### config.mk
export PLATFORM = sky130hd
export DESIGN_NAME = dual_motor_soft_start_stall_guard_core
export DESIGN_NICKNAME = d
export VERILOG_FILES = /design/src/rtl/dmss_pkg.sv /design/src/rtl/dmss_cfg_regs.sv /design/src/rtl/dmss_muldiv.sv /design/src/rtl/dual_motor_soft_start_stall_guard_core.sv
export VERILOG_INCLUDE_DIRS = /design/src /design/src/rtl
export SDC_FILE = /design/constraint.sdc
export NUM_CORES = 2
export LEC_CHECK = 0
export BUFFER_PORTS_ARGS = -buffer_cell sky130_fd_sc_hd__buf_4
export CORE_ASPECT_RATIO = 2
export CORE_MARGIN = 1.5
export CORE_UTILIZATION = 62
export CTS_CLUSTER_DIAMETER = 150
export DETAILED_ROUTE_END_ITERATION = 10
export MAX_ROUTING_LAYER = met4
export PLACE_DENSITY = 0.86
export SLEW_MARGIN = 30
export SYNTH_ARGS = -nofsm -noshare
export SYNTH_HDL_FRONTEND = slang
export SYNTH_SLANG_ARGS = --single-unit
### constraint.sdc
create_clock -name i_clk -period 14.7 [get_ports i_clk]
set_clock_uncertainty 0.1 [all_clocks]
set_input_delay 2.94 -clock i_clk [delete_from_list [all_inputs] [get_ports i_clk]]
set_output_delay 2.94 -clock i_clk [all_outputs]
set_load 0.05 [all_outputs]
### src/rtl/assert_macros.svh
// Assertion macros shared by the motor guard RTL.
`ifndef ASSERT_MACROS_SVH
`define ASSERT_MACROS_SVH

// Same-cycle implication, disabled while reset is low.
`define ASSERT_IMPL(lbl, clk, rst_n, ante, cons, msg) \
    lbl: assert property (@(posedge clk) disable iff (!rst_n) (ante) |-> (cons)) \
        else $error(msg);

// Next-cycle implication, disabled while reset is low.
`define ASSERT_NEXT(lbl, clk, rst_n, ante, cons, msg) \
    lbl: assert property (@(posedge clk) disable iff (!rst_n) (ante) |=> (cons)) \
        else $error(msg);

`endif

### src/rtl/dmss_pkg.sv
// Shared types, constants and codes of the dual motor soft-start and stall guard.
`timescale 1ns / 1ps

package dmss_pkg;

    // Parameter defaults
    localparam int DutyMaxDef   = 10000;
    localparam int SpeedFracDef = 4;

    // Field widths
    localparam int MagW   = 14;
    localparam int CmdW   = 16;
    localparam int StepW  = 10;
    localparam int CntW   = 7;
    localparam int SpeedW = 16;
    localparam int AddrW  = 5;
    localparam int DataW  = 32;

    // Register reset values
    localparam logic [MagW-1:0]  OutLimRst     = 14'd9000;
    localparam logic [MagW-1:0]  SecLimRst     = 14'd0;
    localparam logic [MagW-1:0]  RampInitRst   = 14'd3000;
    localparam logic [StepW-1:0] RampStepRst   = 10'd48;
    localparam logic [MagW-1:0]  StallDutyRst  = 14'd6000;
    localparam int               StallSpeedInt = 2;
    localparam logic [CntW-1:0]  ConfirmRst    = 7'd80;
    localparam logic [MagW-1:0]  StopDutyRst   = 14'd100;

    localparam logic [CntW-1:0]  CntMax = 7'd127;

    // Item operation codes
    localparam logic [1:0] OpDrive = 2'd0;
    localparam logic [1:0] OpStall = 2'd1;
    localparam logic [1:0] OpStop  = 2'd2;

    // Register indexes
    localparam logic [2:0] RegOutLim    = 3'd0;
    localparam logic [2:0] RegSecLim    = 3'd1;
    localparam logic [2:0] RegRampInit  = 3'd2;
    localparam logic [2:0] RegRampStep  = 3'd3;
    localparam logic [2:0] RegStallDuty = 3'd4;
    localparam logic [2:0] RegStallSpd  = 3'd5;
    localparam logic [2:0] RegConfirm   = 3'd6;
    localparam logic [2:0] RegStopDuty  = 3'd7;

    typedef struct packed {
        logic [MagW-1:0]   output_limit;
        logic [MagW-1:0]   second_limit;
        logic [MagW-1:0]   ramp_initial;
        logic [StepW-1:0]  ramp_step;
        logic [MagW-1:0]   stall_duty_threshold;
        logic [SpeedW-1:0] stall_speed_threshold;
        logic [CntW-1:0]   stall_confirm;
        logic [MagW-1:0]   stop_duty;
    } t_cfg;

    // Request to the multiply-divide unit: quo = mag * lim / div
    typedef struct packed {
        logic            start;
        logic [MagW-1:0] mag;
        logic [MagW-1:0] lim;
        logic [MagW-1:0] div;
    } t_md_req;

    typedef struct packed {
        logic            busy;
        logic            done;
        logic [MagW-1:0] quo;
    } t_md_rsp;

endpackage

### src/rtl/dmss_cfg_regs.sv
// Configuration register bank with APB-style access.
`timescale 1ns / 1ps

module dmss_cfg_regs #(
    parameter int SPEED_FRAC_BITS = dmss_pkg::SpeedFracDef
) (
    input  logic                       i_clk,
    input  logic                       i_rst_n,
    input  logic                       psel,
    input  logic                       penable,
    input  logic                       pwrite,
    input  logic [dmss_pkg::AddrW-1:0] paddr,
    input  logic [dmss_pkg::DataW-1:0] pwdata,
    output logic [dmss_pkg::DataW-1:0] prdata,
    output logic                       pready,
    output dmss_pkg::t_cfg             o_cfg
);

    localparam logic [dmss_pkg::SpeedW-1:0] SstRst =
        16'(dmss_pkg::StallSpeedInt << SPEED_FRAC_BITS);

    logic [dmss_pkg::MagW-1:0]   r_out_lim;
    logic [dmss_pkg::MagW-1:0]   r_sec_lim;
    logic [dmss_pkg::MagW-1:0]   r_ramp_init;
    logic [dmss_pkg::StepW-1:0]  r_ramp_step;
    logic [dmss_pkg::MagW-1:0]   r_stall_duty;
    logic [dmss_pkg::SpeedW-1:0] r_stall_spd;
    logic [dmss_pkg::CntW-1:0]   r_confirm;
    logic [dmss_pkg::MagW-1:0]   r_stop_duty;
    logic [2:0]                  w_idx;
    logic                        w_wr;

    assign w_idx  = paddr[4:2];
    assign w_wr   = psel && penable && pwrite;
    assign pready = 1'b1;

    always_ff @(posedge i_clk) begin
        if (!i_rst_n) begin
            r_out_lim    <= dmss_pkg::OutLimRst;
            r_sec_lim    <= dmss_pkg::SecLimRst;
            r_ramp_init  <= dmss_pkg::RampInitRst;
            r_ramp_step  <= dmss_pkg::RampStepRst;
            r_stall_duty <= dmss_pkg::StallDutyRst;
            r_stall_spd  <= SstRst;
            r_confirm    <= dmss_pkg::ConfirmRst;
            r_stop_duty  <= dmss_pkg::StopDutyRst;
        end else if (w_wr) begin
            unique case (w_idx)
                dmss_pkg::RegOutLim:    r_out_lim    <= pwdata[13:0];
                dmss_pkg::RegSecLim:    r_sec_lim    <= pwdata[13:0];
                dmss_pkg::RegRampInit:  r_ramp_init  <= pwdata[13:0];
                dmss_pkg::RegRampStep:  r_ramp_step  <= pwdata[9:0];
                dmss_pkg::RegStallDuty: r_stall_duty <= pwdata[13:0];
                dmss_pkg::RegStallSpd:  r_stall_spd  <= pwdata[15:0];
                dmss_pkg::RegConfirm:   r_confirm    <= pwdata[6:0];
                dmss_pkg::RegStopDuty:  r_stop_duty  <= pwdata[13:0];
                default: ;
            endcase
        end
    end

    always_comb begin
        unique case (w_idx)
            dmss_pkg::RegOutLim:    prdata = {18'd0, r_out_lim};
            dmss_pkg::RegSecLim:    prdata = {18'd0, r_sec_lim};
            dmss_pkg::RegRampInit:  prdata = {18'd0, r_ramp_init};
            dmss_pkg::RegRampStep:  prdata = {22'd0, r_ramp_step};
            dmss_pkg::RegStallDuty: prdata = {18'd0, r_stall_duty};
            dmss_pkg::RegStallSpd:  prdata = {16'd0, r_stall_spd};
            dmss_pkg::RegConfirm:   prdata = {25'd0, r_confirm};
            dmss_pkg::RegStopDuty:  prdata = {18'd0, r_stop_duty};
            default:                prdata = '0;
        endcase
    end

    always_comb begin
        o_cfg.output_limit          = r_out_lim;
        o_cfg.second_limit          = r_sec_lim;
        o_cfg.ramp_initial          = r_ramp_init;
        o_cfg.ramp_step             = r_ramp_step;
        o_cfg.stall_duty_threshold  = r_stall_duty;
        o_cfg.stall_speed_threshold = r_stall_spd;
        o_cfg.stall_confirm         = r_confirm;
        o_cfg.stop_duty             = r_stop_duty;
    end

endmodule

### src/rtl/dmss_muldiv.sv
// Shared multiply then restoring divide unit, one quotient bit per cycle.
`timescale 1ns / 1ps
`include "assert_macros.svh"

module dmss_muldiv (
    input  logic              i_clk,
    input  logic              i_rst_n,
    input  dmss_pkg::t_md_req i_req,
    output dmss_pkg::t_md_rsp o_rsp
);

    localparam int MW   = dmss_pkg::MagW;
    localparam int CntB = $clog2(MW + 1);
    localparam logic [CntB-1:0] LastStep = CntB'(MW - 1);

    localparam logic [1:0] U_IDLE = 2'd0;
    localparam logic [1:0] U_MUL  = 2'd1;
    localparam logic [1:0] U_DIV  = 2'd2;

    logic [1:0]      r_state;
    logic [MW-1:0]   r_a;
    logic [MW-1:0]   r_b;
    logic [MW-1:0]   r_d;
    logic [MW-1:0]   r_rem;
    logic [MW-1:0]   r_q;
    logic [CntB-1:0] r_cnt;
    logic            r_done;
    logic [2*MW-1:0] w_prod;
    logic [MW+1:0]   w_trial;
    logic            w_fit;

    assign w_prod  = r_a * r_b;
    // Shift in the next dividend bit and try the subtract
    assign w_trial = {1'b0, r_rem, r_q[MW-1]} - {2'b00, r_d};
    assign w_fit   = !w_trial[MW+1];

    always_ff @(posedge i_clk) begin
        if (!i_rst_n) begin
            r_state <= U_IDLE;
            r_done  <= 1'b0;
            r_cnt   <= '0;
        end else begin
            r_done <= 1'b0;
            unique case (r_state)
                U_IDLE: begin
                    if (i_req.start) begin
                        r_a     <= i_req.mag;
                        r_b     <= i_req.lim;
                        r_d     <= i_req.div;
                        r_state <= U_MUL;
                    end
                end
                U_MUL: begin
                    // Quotient fits MW bits, so the upper half already lies below the divisor
                    r_rem   <= w_prod[2*MW-1:MW];
                    r_q     <= w_prod[MW-1:0];
                    r_cnt   <= '0;
                    r_state <= U_DIV;
                end
                U_DIV: begin
                    r_rem <= w_fit ? w_trial[MW-1:0] : {r_rem[MW-2:0], r_q[MW-1]};
                    r_q   <= {r_q[MW-2:0], w_fit};
                    r_cnt <= r_cnt + CntB'(1);
                    if (r_cnt == LastStep) begin
                        r_state <= U_IDLE;
                        r_done  <= 1'b1;
                    end
                end
                default: r_state <= U_IDLE;
            endcase
        end
    end

    assign o_rsp.busy = (r_state != U_IDLE);
    assign o_rsp.done = r_done;
    assign o_rsp.quo  = r_q;

    `ASSERT_IMPL(a_rem_below_div, i_clk, i_rst_n, r_state == U_DIV, r_rem < r_d, "remainder not below divisor")
    `ASSERT_IMPL(a_start_idle, i_clk, i_rst_n, i_req.start, r_state == U_IDLE, "start while unit busy")
    `ASSERT_NEXT(a_done_after_div, i_clk, i_rst_n, (r_state == U_DIV) && (r_cnt == LastStep), r_done && (r_state == U_IDLE), "divide did not finish")

endmodule

### src/rtl/dual_motor_soft_start_stall_guard_core.sv
// Top level of the dual motor soft-start and stall guard: sequencer, state and result register.
`timescale 1ns / 1ps
`include "assert_macros.svh"

// One item at a time. o_in_ready is high only while the sequencer is idle; an accepted
// item is finished into a result register, so the next item can be taken while that
// result still waits for i_out_ready. Stall ticks, stop requests and drive commands
// while stopped go from acceptance straight to the finish step. A drive command that
// needs no scaling passes the check step once for each limit before finishing. Each
// active limit (soft-start ramp, then the second limit) costs two passes through the
// shared multiply-divide unit, left side then right; each pass loads the operands,
// multiplies, then forms 14 quotient bits at one bit a cycle. A result still waiting
// for i_out_ready holds the next item at its finish step until the result register
// frees up. The scaled magnitude is |cmd| * limit / max(|left|, |right|), truncated
// toward zero, with the sign restored afterwards. Configuration is an APB-style bank
// of eight 32-bit words at byte addresses 0 to 28; write it only while the
// block is idle.

module dual_motor_soft_start_stall_guard_core #(
    parameter int DUTY_MAX        = dmss_pkg::DutyMaxDef,
    parameter int SPEED_FRAC_BITS = dmss_pkg::SpeedFracDef
) (
    input  logic                        i_clk,
    input  logic                        i_rst_n,
    // configuration port
    input  logic                        psel,
    input  logic                        penable,
    input  logic                        pwrite,
    input  logic [dmss_pkg::AddrW-1:0]  paddr,
    input  logic [dmss_pkg::DataW-1:0]  pwdata,
    output logic [dmss_pkg::DataW-1:0]  prdata,
    output logic                        pready,
    // input item channel
    input  logic                        i_in_valid,
    output logic                        o_in_ready,
    input  logic [1:0]                  i_op,
    input  logic signed [15:0]          i_left_cmd,
    input  logic signed [15:0]          i_right_cmd,
    input  logic signed [15:0]          i_left_speed,
    input  logic signed [15:0]          i_right_speed,
    // result item channel
    output logic                        o_out_valid,
    input  logic                        i_out_ready,
    output logic [13:0]                 o_left_duty,
    output logic                        o_left_dir_pin,
    output logic [13:0]                 o_right_duty,
    output logic                        o_right_dir_pin,
    output logic                        o_stopped,
    output logic                        o_stall_trip,
    output logic [13:0]                 o_ramp_now
);

    localparam int MW = dmss_pkg::MagW;
    localparam logic [16:0] DutyMaxW = 17'(DUTY_MAX);

    localparam logic [2:0] S_IDLE = 3'd0;
    localparam logic [2:0] S_CHK  = 3'd1;
    localparam logic [2:0] S_DIVL = 3'd2;
    localparam logic [2:0] S_DIVR = 3'd3;
    localparam logic [2:0] S_FIN  = 3'd4;

    dmss_pkg::t_cfg    cfg;
    dmss_pkg::t_md_req md_req;
    dmss_pkg::t_md_rsp md_rsp;

    // Sequencer and item registers
    logic [2:0]    r_state;
    logic [1:0]    r_op;
    logic [15:0]   r_lspd;
    logic [15:0]   r_rspd;
    logic [MW-1:0] r_lmag;
    logic [MW-1:0] r_rmag;
    logic          r_lneg;
    logic          r_rneg;
    logic          r_phase;
    logic [MW-1:0] r_mx;
    logic [MW-1:0] r_lim;

    // Block state
    logic [MW-1:0] r_ramp;
    logic [MW-1:0] r_last_l;
    logic [MW-1:0] r_last_r;
    logic [6:0]    r_lcnt;
    logic [6:0]    r_rcnt;
    logic          r_stop;
    logic          r_lpin;
    logic          r_rpin;
    logic [MW-1:0] r_lduty;
    logic [MW-1:0] r_rduty;

    // Result register
    logic          r_out_valid;
    logic [MW-1:0] r_o_lduty;
    logic          r_o_lpin;
    logic [MW-1:0] r_o_rduty;
    logic          r_o_rpin;
    logic          r_o_stopped;
    logic          r_o_trip;
    logic [MW-1:0] r_o_ramp;

    // Next values at the finish step
    logic [MW-1:0] n_ramp;
    logic [MW-1:0] n_last_l;
    logic [MW-1:0] n_last_r;
    logic [6:0]    n_lcnt;
    logic [6:0]    n_rcnt;
    logic          n_stop;
    logic          n_lpin;
    logic          n_rpin;
    logic [MW-1:0] n_lduty;
    logic [MW-1:0] n_rduty;
    logic          n_trip;

    logic [MW-1:0] w_olim;
    logic [MW-1:0] w_stopd;
    logic [14:0]   w_lclamp;
    logic [14:0]   w_rclamp;
    logic [MW-1:0] w_lim;
    logic [MW-1:0] w_mx;
    logic          w_need;
    logic [MW:0]   w_rsum;
    logic          w_out_free;
    logic          w_commit;
    logic          w_lstall;
    logic          w_rstall;
    logic [6:0]    w_lcnt_inc;
    logic [6:0]    w_rcnt_inc;

    // Clamp a signed command to +/- lim; returns {sign, magnitude}
    function automatic logic [14:0] clamp_cmd(input logic [15:0] cmd, input logic [13:0] lim);
        logic [16:0] ext;
        logic [16:0] mag;
        ext = {cmd[15], cmd};
        mag = cmd[15] ? (~ext + 17'd1) : ext;
        if (mag > {3'b000, lim}) begin
            clamp_cmd = {cmd[15], lim};
        end else begin
            clamp_cmd = {cmd[15], mag[13:0]};
        end
    endfunction

    dmss_cfg_regs #(
        .SPEED_FRAC_BITS (SPEED_FRAC_BITS)
    ) u_cfg (
        .i_clk   (i_clk),
        .i_rst_n (i_rst_n),
        .psel    (psel),
        .penable (penable),
        .pwrite  (pwrite),
        .paddr   (paddr),
        .pwdata  (pwdata),
        .prdata  (prdata),
        .pready  (pready),
        .o_cfg   (cfg)
    );

    dmss_muldiv u_md (
        .i_clk   (i_clk),
        .i_rst_n (i_rst_n),
        .i_req   (md_req),
        .o_rsp   (md_rsp)
    );

    // Saturate the output limit and the stop duty at DUTY_MAX
    assign w_olim  = ({3'b000, cfg.output_limit} > DutyMaxW) ? DutyMaxW[MW-1:0]
                                                             : cfg.output_limit;
    assign w_stopd = ({3'b000, cfg.stop_duty} > DutyMaxW) ? DutyMaxW[MW-1:0]
                                                          : cfg.stop_duty;

    assign w_lclamp = clamp_cmd(i_left_cmd, w_olim);
    assign w_rclamp = clamp_cmd(i_right_cmd, w_olim);

    // Pass 0 checks the ramp, pass 1 the second limit; a zero limit is skipped
    assign w_lim  = r_phase ? cfg.second_limit : r_ramp;
    assign w_mx   = (r_lmag > r_rmag) ? r_lmag : r_rmag;
    assign w_need = (w_lim != '0) && (w_mx > w_lim);

    assign w_out_free = !r_out_valid || i_out_ready;
    assign w_commit   = (r_state == S_FIN) && w_out_free;
    assign o_in_ready = (r_state == S_IDLE);

    // Hand the left side to the unit from the check step, the right side once left is back
    always_comb begin
        md_req = '0;
        if (r_state == S_CHK && w_need) begin
            md_req.start = 1'b1;
            md_req.mag   = r_lmag;
            md_req.lim   = w_lim;
            md_req.div   = w_mx;
        end else if (r_state == S_DIVL && md_rsp.done) begin
            md_req.start = 1'b1;
            md_req.mag   = r_rmag;
            md_req.lim   = r_lim;
            md_req.div   = r_mx;
        end
    end

    assign w_rsum   = {1'b0, r_ramp} + {5'd0, cfg.ramp_step};
    assign w_lstall = (r_last_l > cfg.stall_duty_threshold)
                   && ($signed(r_lspd) < $signed(cfg.stall_speed_threshold));
    assign w_rstall = (r_last_r > cfg.stall_duty_threshold)
                   && ($signed(r_rspd) < $signed(cfg.stall_speed_threshold));
    assign w_lcnt_inc = w_lstall ? ((r_lcnt == dmss_pkg::CntMax) ? r_lcnt : r_lcnt + 7'd1)
                                 : 7'd0;
    assign w_rcnt_inc = w_rstall ? ((r_rcnt == dmss_pkg::CntMax) ? r_rcnt : r_rcnt + 7'd1)
                                 : 7'd0;

    // Work out the state after this item from the finished operands
    always_comb begin
        n_ramp   = r_ramp;
        n_last_l = r_last_l;
        n_last_r = r_last_r;
        n_lcnt   = r_lcnt;
        n_rcnt   = r_rcnt;
        n_stop   = r_stop;
        n_lpin   = r_lpin;
        n_rpin   = r_rpin;
        n_lduty  = r_lduty;
        n_rduty  = r_rduty;
        n_trip   = 1'b0;
        unique case (r_op)
            dmss_pkg::OpDrive: begin
                if (r_stop) begin
                    // Stopped: drive the stop duty, leave everything else alone
                    n_lduty = w_stopd;
                    n_rduty = w_stopd;
                end else begin
                    if (r_lmag == '0 && r_rmag == '0) begin
                        n_ramp = cfg.ramp_initial;
                        n_lcnt = '0;
                        n_rcnt = '0;
                    end else if (r_ramp < w_olim) begin
                        n_ramp = (w_rsum > {1'b0, w_olim}) ? w_olim : w_rsum[MW-1:0];
                    end
                    n_last_l = r_lmag;
                    n_last_r = r_rmag;
                    if (r_lmag != '0) begin
                        n_lpin = !r_lneg;
                    end
                    if (r_rmag != '0) begin
                        n_rpin = r_rneg;
                    end
                    n_lduty = r_lmag;
                    n_rduty = r_rmag;
                end
            end
            dmss_pkg::OpStall: begin
                if (r_ramp < cfg.stall_duty_threshold) begin
                    // Ramp still low: clear the counters only
                    n_lcnt = '0;
                    n_rcnt = '0;
                end else if (w_lcnt_inc >= cfg.stall_confirm
                          || w_rcnt_inc >= cfg.stall_confirm) begin
                    n_stop = 1'b1;
                    n_trip = 1'b1;
                    n_lcnt = '0;
                    n_rcnt = '0;
                end else begin
                    n_lcnt = w_lcnt_inc;
                    n_rcnt = w_rcnt_inc;
                end
            end
            dmss_pkg::OpStop: begin
                n_stop = 1'b1;
            end
            default: ;
        endcase
    end

    always_ff @(posedge i_clk) begin
        if (!i_rst_n) begin
            r_state     <= S_IDLE;
            r_phase     <= 1'b0;
            r_out_valid <= 1'b0;
            r_ramp      <= dmss_pkg::RampInitRst;
            r_last_l    <= '0;
            r_last_r    <= '0;
            r_lcnt      <= '0;
            r_rcnt      <= '0;
            r_stop      <= 1'b0;
            r_lpin      <= 1'b0;
            r_rpin      <= 1'b1;
            r_lduty     <= '0;
            r_rduty     <= '0;
        end else begin
            unique case (r_state)
                S_IDLE: begin
                    if (i_in_valid) begin
                        // Take the item; clamp the commands on the way in
                        r_op    <= i_op;
                        r_lspd  <= i_left_speed;
                        r_rspd  <= i_right_speed;
                        r_lneg  <= w_lclamp[14];
                        r_lmag  <= w_lclamp[MW-1:0];
                        r_rneg  <= w_rclamp[14];
                        r_rmag  <= w_rclamp[MW-1:0];
                        r_phase <= 1'b0;
                        r_state <= (i_op == dmss_pkg::OpDrive && !r_stop) ? S_CHK : S_FIN;
                    end
                end
                S_CHK: begin
                    if (w_need) begin
                        r_mx    <= w_mx;
                        r_lim   <= w_lim;
                        r_state <= S_DIVL;
                    end else if (!r_phase) begin
                        r_phase <= 1'b1;
                    end else begin
                        r_state <= S_FIN;
                    end
                end
                S_DIVL: begin
                    if (md_rsp.done) begin
                        r_lmag  <= md_rsp.quo;
                        r_state <= S_DIVR;
                    end
                end
                S_DIVR: begin
                    if (md_rsp.done) begin
                        r_rmag <= md_rsp.quo;
                        if (!r_phase) begin
                            r_phase <= 1'b1;
                            r_state <= S_CHK;
                        end else begin
                            r_state <= S_FIN;
                        end
                    end
                end
                S_FIN: begin
                    // Hold here until the result register is free, then commit once
                    if (w_out_free) begin
                        r_ramp   <= n_ramp;
                        r_last_l <= n_last_l;
                        r_last_r <= n_last_r;
                        r_lcnt   <= n_lcnt;
                        r_rcnt   <= n_rcnt;
                        r_stop   <= n_stop;
                        r_lpin   <= n_lpin;
                        r_rpin   <= n_rpin;
                        r_lduty  <= n_lduty;
                        r_rduty  <= n_rduty;
                        r_state  <= S_IDLE;
                    end
                end
                default: r_state <= S_IDLE;
            endcase

            if (w_commit) begin
                r_out_valid <= 1'b1;
            end else if (i_out_ready) begin
                r_out_valid <= 1'b0;
            end
        end
    end

    // Result payload, loaded only on commit
    always_ff @(posedge i_clk) begin
        if (w_commit) begin
            r_o_lduty   <= n_lduty;
            r_o_lpin    <= n_lpin;
            r_o_rduty   <= n_rduty;
            r_o_rpin    <= n_rpin;
            r_o_stopped <= n_stop;
            r_o_trip    <= n_trip;
            r_o_ramp    <= n_ramp;
        end
    end

    assign o_out_valid     = r_out_valid;
    assign o_left_duty     = r_o_lduty;
    assign o_left_dir_pin  = r_o_lpin;
    assign o_right_duty    = r_o_rduty;
    assign o_right_dir_pin = r_o_rpin;
    assign o_stopped       = r_o_stopped;
    assign o_stall_trip    = r_o_trip;
    assign o_ramp_now      = r_o_ramp;

    `ASSERT_NEXT(a_stop_sticky, i_clk, i_rst_n, r_stop, r_stop, "stop latch cleared without reset")
    `ASSERT_IMPL(a_trip_stops, i_clk, i_rst_n, r_out_valid && r_o_trip, r_o_stopped, "trip result without stop")
    `ASSERT_IMPL(a_done_in_div, i_clk, i_rst_n, md_rsp.done, r_state == S_DIVL || r_state == S_DIVR, "quotient arrived outside a divide step")
    `ASSERT_IMPL(a_busy_not_ready, i_clk, i_rst_n, md_rsp.busy, !o_in_ready, "ready while unit busy")

endmodule

# --- Word level (Yosys, flattened, before mapping) ---
# Cells that the tools add are included.
totals:
  out_inout_bits: 81
  word_cells: 224
  inputBits: 110
  regBits: 410
op_classes:
  muxes: 70
  n_reduce_logical: 54
  eq_ne: 28
  magnitude_cmp: 15
  addsub: 7
  n_bitwise: 4
  multipliers: 1
ops:
  columns: ["cell", "n"]
  rows:
  - ["14-bit 2-to-1 mux", 19]
  - ["32-bit one-hot mux with 8 select lines", 1]
  - ["14-bit one-hot mux with 2 select lines", 4]
  - ["43-bit 2-to-1 mux", 2]
  - ["7-bit 2-to-1 mux", 10]
  - ["14-bit > comparator", 4]
  - ["14-bit nonzero test", 3]
  - ["17-bit by 1-bit adder with 17-bit output (second input constant)", 2]
  - ["17-bit by 14-bit > comparator with 1-bit output", 2]
  - ["17-bit 2-to-1 mux", 2]
  - ["17-bit NOT", 2]
  - ["16-bit less-than comparator", 2]
  - ["14-bit > comparator (second input constant)", 2]
  - ["14-bit logical NOT", 2]
  - ["14-bit less-than comparator", 2]
  - ["14-bit by 14-bit multiplier with 28-bit output", 1]
  - ["7-bit one-hot mux with 2 select lines", 2]
  - ["3-bit 2-to-1 mux", 8]
  - ["2-bit AND reduction", 12]
  - ["4-bit AND reduction", 4]
  - ["15-bit by 14-bit subtractor with 16-bit output", 1]
  - ["14-bit by 10-bit adder with 15-bit output", 1]
  - ["3-bit == test (second input constant)", 5]
  - ["15-bit by 14-bit > comparator with 1-bit output", 1]
  - ["other kinds (30)", 85]

# --- Depth between registers and ports, before layout ---
logic_depth:
  word_depth: 8
  mapped_depth: 25
  ltp_nobuf: 23

# --- Hierarchy ---
# From an unflattened synthesis, not the netlist that was laid out.
unflattened:
  hier_cells: 3492
  hier_area_um2: 31819.3
by_module_without_submodules:
  columns: ["mod", "cells_each", "seq_area_each_um2", "area_per_inst_um2", "n_inst"]
  rows:
  - ["dual_motor_soft_start_stall_guard_core", 1825, 5985.7, 16413.2, 1]
  - ["dmss_muldiv", 1057, 2242.2, 10283.6, 1]
  - ["dmss_cfg_regs", 610, 2062.0, 5122.4, 1]

# --- Worst setup path after synthesis ---
# No wires, ideal clock.
synth_path:
  kind: "input port to output port"
  startpoint: "input port paddr[3] (netlist name)"
  endpoint: "output port prdata[7] (netlist name)"
  path_buffers: 2
  required_ns: 11.660
  setup_slack_ns: 6.543
  arrival_time_ns: 5.117
  stages: 6
  cell_sequence: "clkbuf_1 clkbuf_1 mux2i_1 a22oi_1 nor2_1 a211oi_1"
synth_via:
  elab_chain_cells: 2
  elab_cells_between_ends: 9
  classes_between: "eq/ne (7); mux (1); reduce/logical (1)"
synth_rtl:
  columns: ["item", "line_no", "source"]
  rows:
  - ["start, declared", "dual_motor_soft_start_stall_guard_core.sv:29", "input logic [dmss_pkg::AddrW-1:0] paddr,"]
  - ["3-bit == test, or another cell as far along", "dmss_cfg_regs.sv:63", "unique case (w_idx)"]
  - ["32-bit one-hot mux with 8 select lines (*)", "dmss_cfg_regs.sv:63", null]
  - ["end, declared", "dual_motor_soft_start_stall_guard_core.sv:31", "output logic [dmss_pkg::DataW-1:0] prdata,"]
# Mark *: on every way between the ends. The rest lies on a longest branch, timed or not. The select of a mux whose other input is x is not followed.

# --- Worst setup path after layout ---
layout_path:
  startpoint: "input port paddr[2] (netlist name)"
  endpoint: "output port prdata[5] (netlist name)"
# The elaborated chain is that of the path after synthesis.

==> impl_metrics.yaml <==
critical_path:
  path_max_fanout: 37
  crit_path_start_kind: "input port"
  cp.arrival_ns: 5.42
  slowest_delay_ns: 0.72
  r2r_setup_slack_ns: 7.28
  end_kind: "output pin"
  crit_path_top_delay_cell: "a221oi_1"
  cpLargestDelayFamily: "compound AO/OA/AOI/OAI gates"
  path_cells: "buf_4 -> inv_1 -> nor2_1 -> a22o_1 -> a221oi_1 -> nor2_1 -> buf_4"
  cp_num_buf_inv: 3
  worstPathRequired_ns: 11.66
  worst-setup-path-type: "input port to output pin"
outcome:
  status: "completed"
global_routing:
  grt_usage_pct: 38.5
  antenna_found_initial: 1
  grt_max_degree: 93
  grt_pass1_vias: 26100
  overflow: 0
  grt_first_pass_wirelength_microns: 143000
clock_network:
  cts_buffers: 35
  htreeDepth: 2
  cts_sinks: 410
  clkTransAtPathRegs_ns: 0.07
  cts.path.max_buffers: 3
  cts_root_buf: "clkbuf_16"
  tritoncts: "yes"
  insertion_delay_ns: 0.56
  post_cts_buffers: 0
  ctsResizeCount: 0
  ctsHoldBuffers: 0
yosys:
  syn_inst: 3356
  netlist_area_sq_um: 30300
  synthFlopType: "edfxtp_1"
  synth_edf_count: 208
  synth_seq_area_share_pct: 34.0
  ys_async_sr_fraction_pct: 0
  avgSynthCellArea_sq_um: 9.02
  yosys_warnings: 0
  yosysUniqueCellTypes: 95
  ys_seq_elements: 410
sta:
  period_share_pct: 57.6
  relSlewSlack_pct: 35.5
  hold_viol_final: 0
  worst_slack_ns: 6.24
  setup_tns_ns: 0
  rsz0062_at_grt: "false"
  setup_viol: 0
  finalCriticalPeriod_ns: 8.46
  hold_ws_ns: 0.354
  slew_violations: 0
  fmax_ghz: 0.118
  tightest_slew_ns: 0.958
finish:
  final_cell_mix: "nand2_1 (559), inv_1 (307), ha_1 (295)"
  regArea_sq_um: 10300
  multi_input_area_sq_um: 18200
  layout_commonest_cell: "nand2_1"
  design_area_sq_um: 33000
  reg.largest.list: "r_lspd (16), r_rspd (16), u_cfg.r_stall_spd (16)"
  area_delta_synth_final_pct: 9.15
  drive_above_1_share_pct: 9.51
  fill_cells: 3788
  layout.nets: 3961
routing:
  vias: 25800
  viasPerCell: 6.34
  drt-total-wl_microns: 94000
  routedWlPerCell_microns: 23.0
  drt_iter0_markers: 2064
  drc: 0
  route.antenna.remaining_nets: 0
  dr.pass1.iters: 6
power:
  p_per_area_nw_per_um2: 89.8
  p_leak_nw: 13.9
  ir_drop_mv: 0.118
  power_mw: 2.97
die:
  coreArea_sq_um: 48200
  die_area_sq_um: 50200
  io_pins: 191
  fp-row-count: 114
  die_h_microns: 315
  die_w_microns: 159
  start_util_pct: 62.8
placed_design:
  io_buffers: 155
  dp_hpwl_microns: 71900
  place_ws_ns: 6.42
  place_congestion: 1.03
  dpl-instance-area_sq_um: 31800
hold_path:
  hp-class: "flop to flop"
run:
  maxCapViolCount: 0
[layout make-up]
cell class | count | area share, %
clock buffer | 42 | 2.83
inverter | 309 | 3.52
clock inverter | 22 | 0.773
antenna | 1 | 0.00757
tap | 638 | 2.42
timing repair buffer | 182 | 4.22
sequential | 410 | 31.1
multi-input combinational | 2474 | 55.1
[worst reg2reg max path, stage by stage (launching register included)]
cell and delay, ns:
edfxtp_1 0.82, nand2_1 0.17, fa_1 0.56, fa_1 0.56, inv_1 0.06, fa_1 0.52
fa_1 0.54, fa_1 0.56, inv_1 0.06, fa_1 0.54, inv_1 0.04, ha_1 0.38
and4_1 0.23, and3_1 0.18, o211ai_1 0.26, nand3_1 0.26, a41oi_1 0.46, o21ai_1 0.20
a21oi_1 0.22, mux2_2 0.35, a311oi_1 0.21
[worst paths after layout]
kind                              start                    end  cells past startpoint
hold / removal    u_cfg.r_stall_spd[14]  u_cfg.r_stall_spd[14]                      2
setup / recovery               paddr[2]              prdata[5]                      7
setup reg to reg            u_md.r_a[0]         u_md.r_rem[12]                     20
hold reg to reg   u_cfg.r_stall_spd[14]  u_cfg.r_stall_spd[14]                      2
[synth_stat cells, drive strengths merged, types with 67 or more instances]
| cell | count | area (sq um) |
|---|---|---|
| nand2 | 560 | 2110 |
| o21ai | 170 | 858 |
| ha | 296 | 3700 |
| and2 | 108 | 677 |
| clkbuf | 142 | 536 |
| mux2i | 67 | 671 |
| a21oi | 274 | 1370 |
| dfxtp | 202 | 4040 |
| edfxtp | 208 | 6250 |
| inv | 307 | 1150 |
| fa | 143 | 2860 |
| nor2 | 155 | 599 |
[metrics by stage]
stage	std cells	util, %
floorplan	3371	-
global placement	4011	65.9
detailed placement	4012	66.0
CTS	4076	68.5
global route	4078	68.5
finish	4078	68.5
[power by group]
group | internal [mW] | leakage, nW | total, mW | switching (mW)
registers | 1.27 | 3.58 | 1.33 | 0.0618
logic | 0.220 | 9.78 | 0.643 | 0.422
clock network | 0.535 | 0.575 | 0.991 | 0.456
[metal layers]
| layer | vias to the layer above | part of all wire, % | global-route usage (%) |
|---|---|---|---|
| li1 | 11700 | - | - |
| met1 | 12200 | 31 | 35.0 |
| met2 | 1338 | 51 | 68.0 |
| met3 | 594 | 6.8 | 5.42 |
| met4 | 0 | 12 | 37.7 |
| met5 | - | 0 | - |
[logic make-up (layout without fill, tap and decap cells)]
group,count (synthesis),count (layout),synth area share [%]
and+or+nand+nor,1090,1090,16.7
AOI/OAI and AO/OA,763,763,15.8
buffers and inverters,487,555,6.37
adders and majority gates,439,439,21.7
DFF,410,410,34.0
muxes,93,93,3.33
xor gates and xnor gates,72,72,2.08
other,2,18,0.0248
Note: power is estimated with default switching activity, not from simulation.
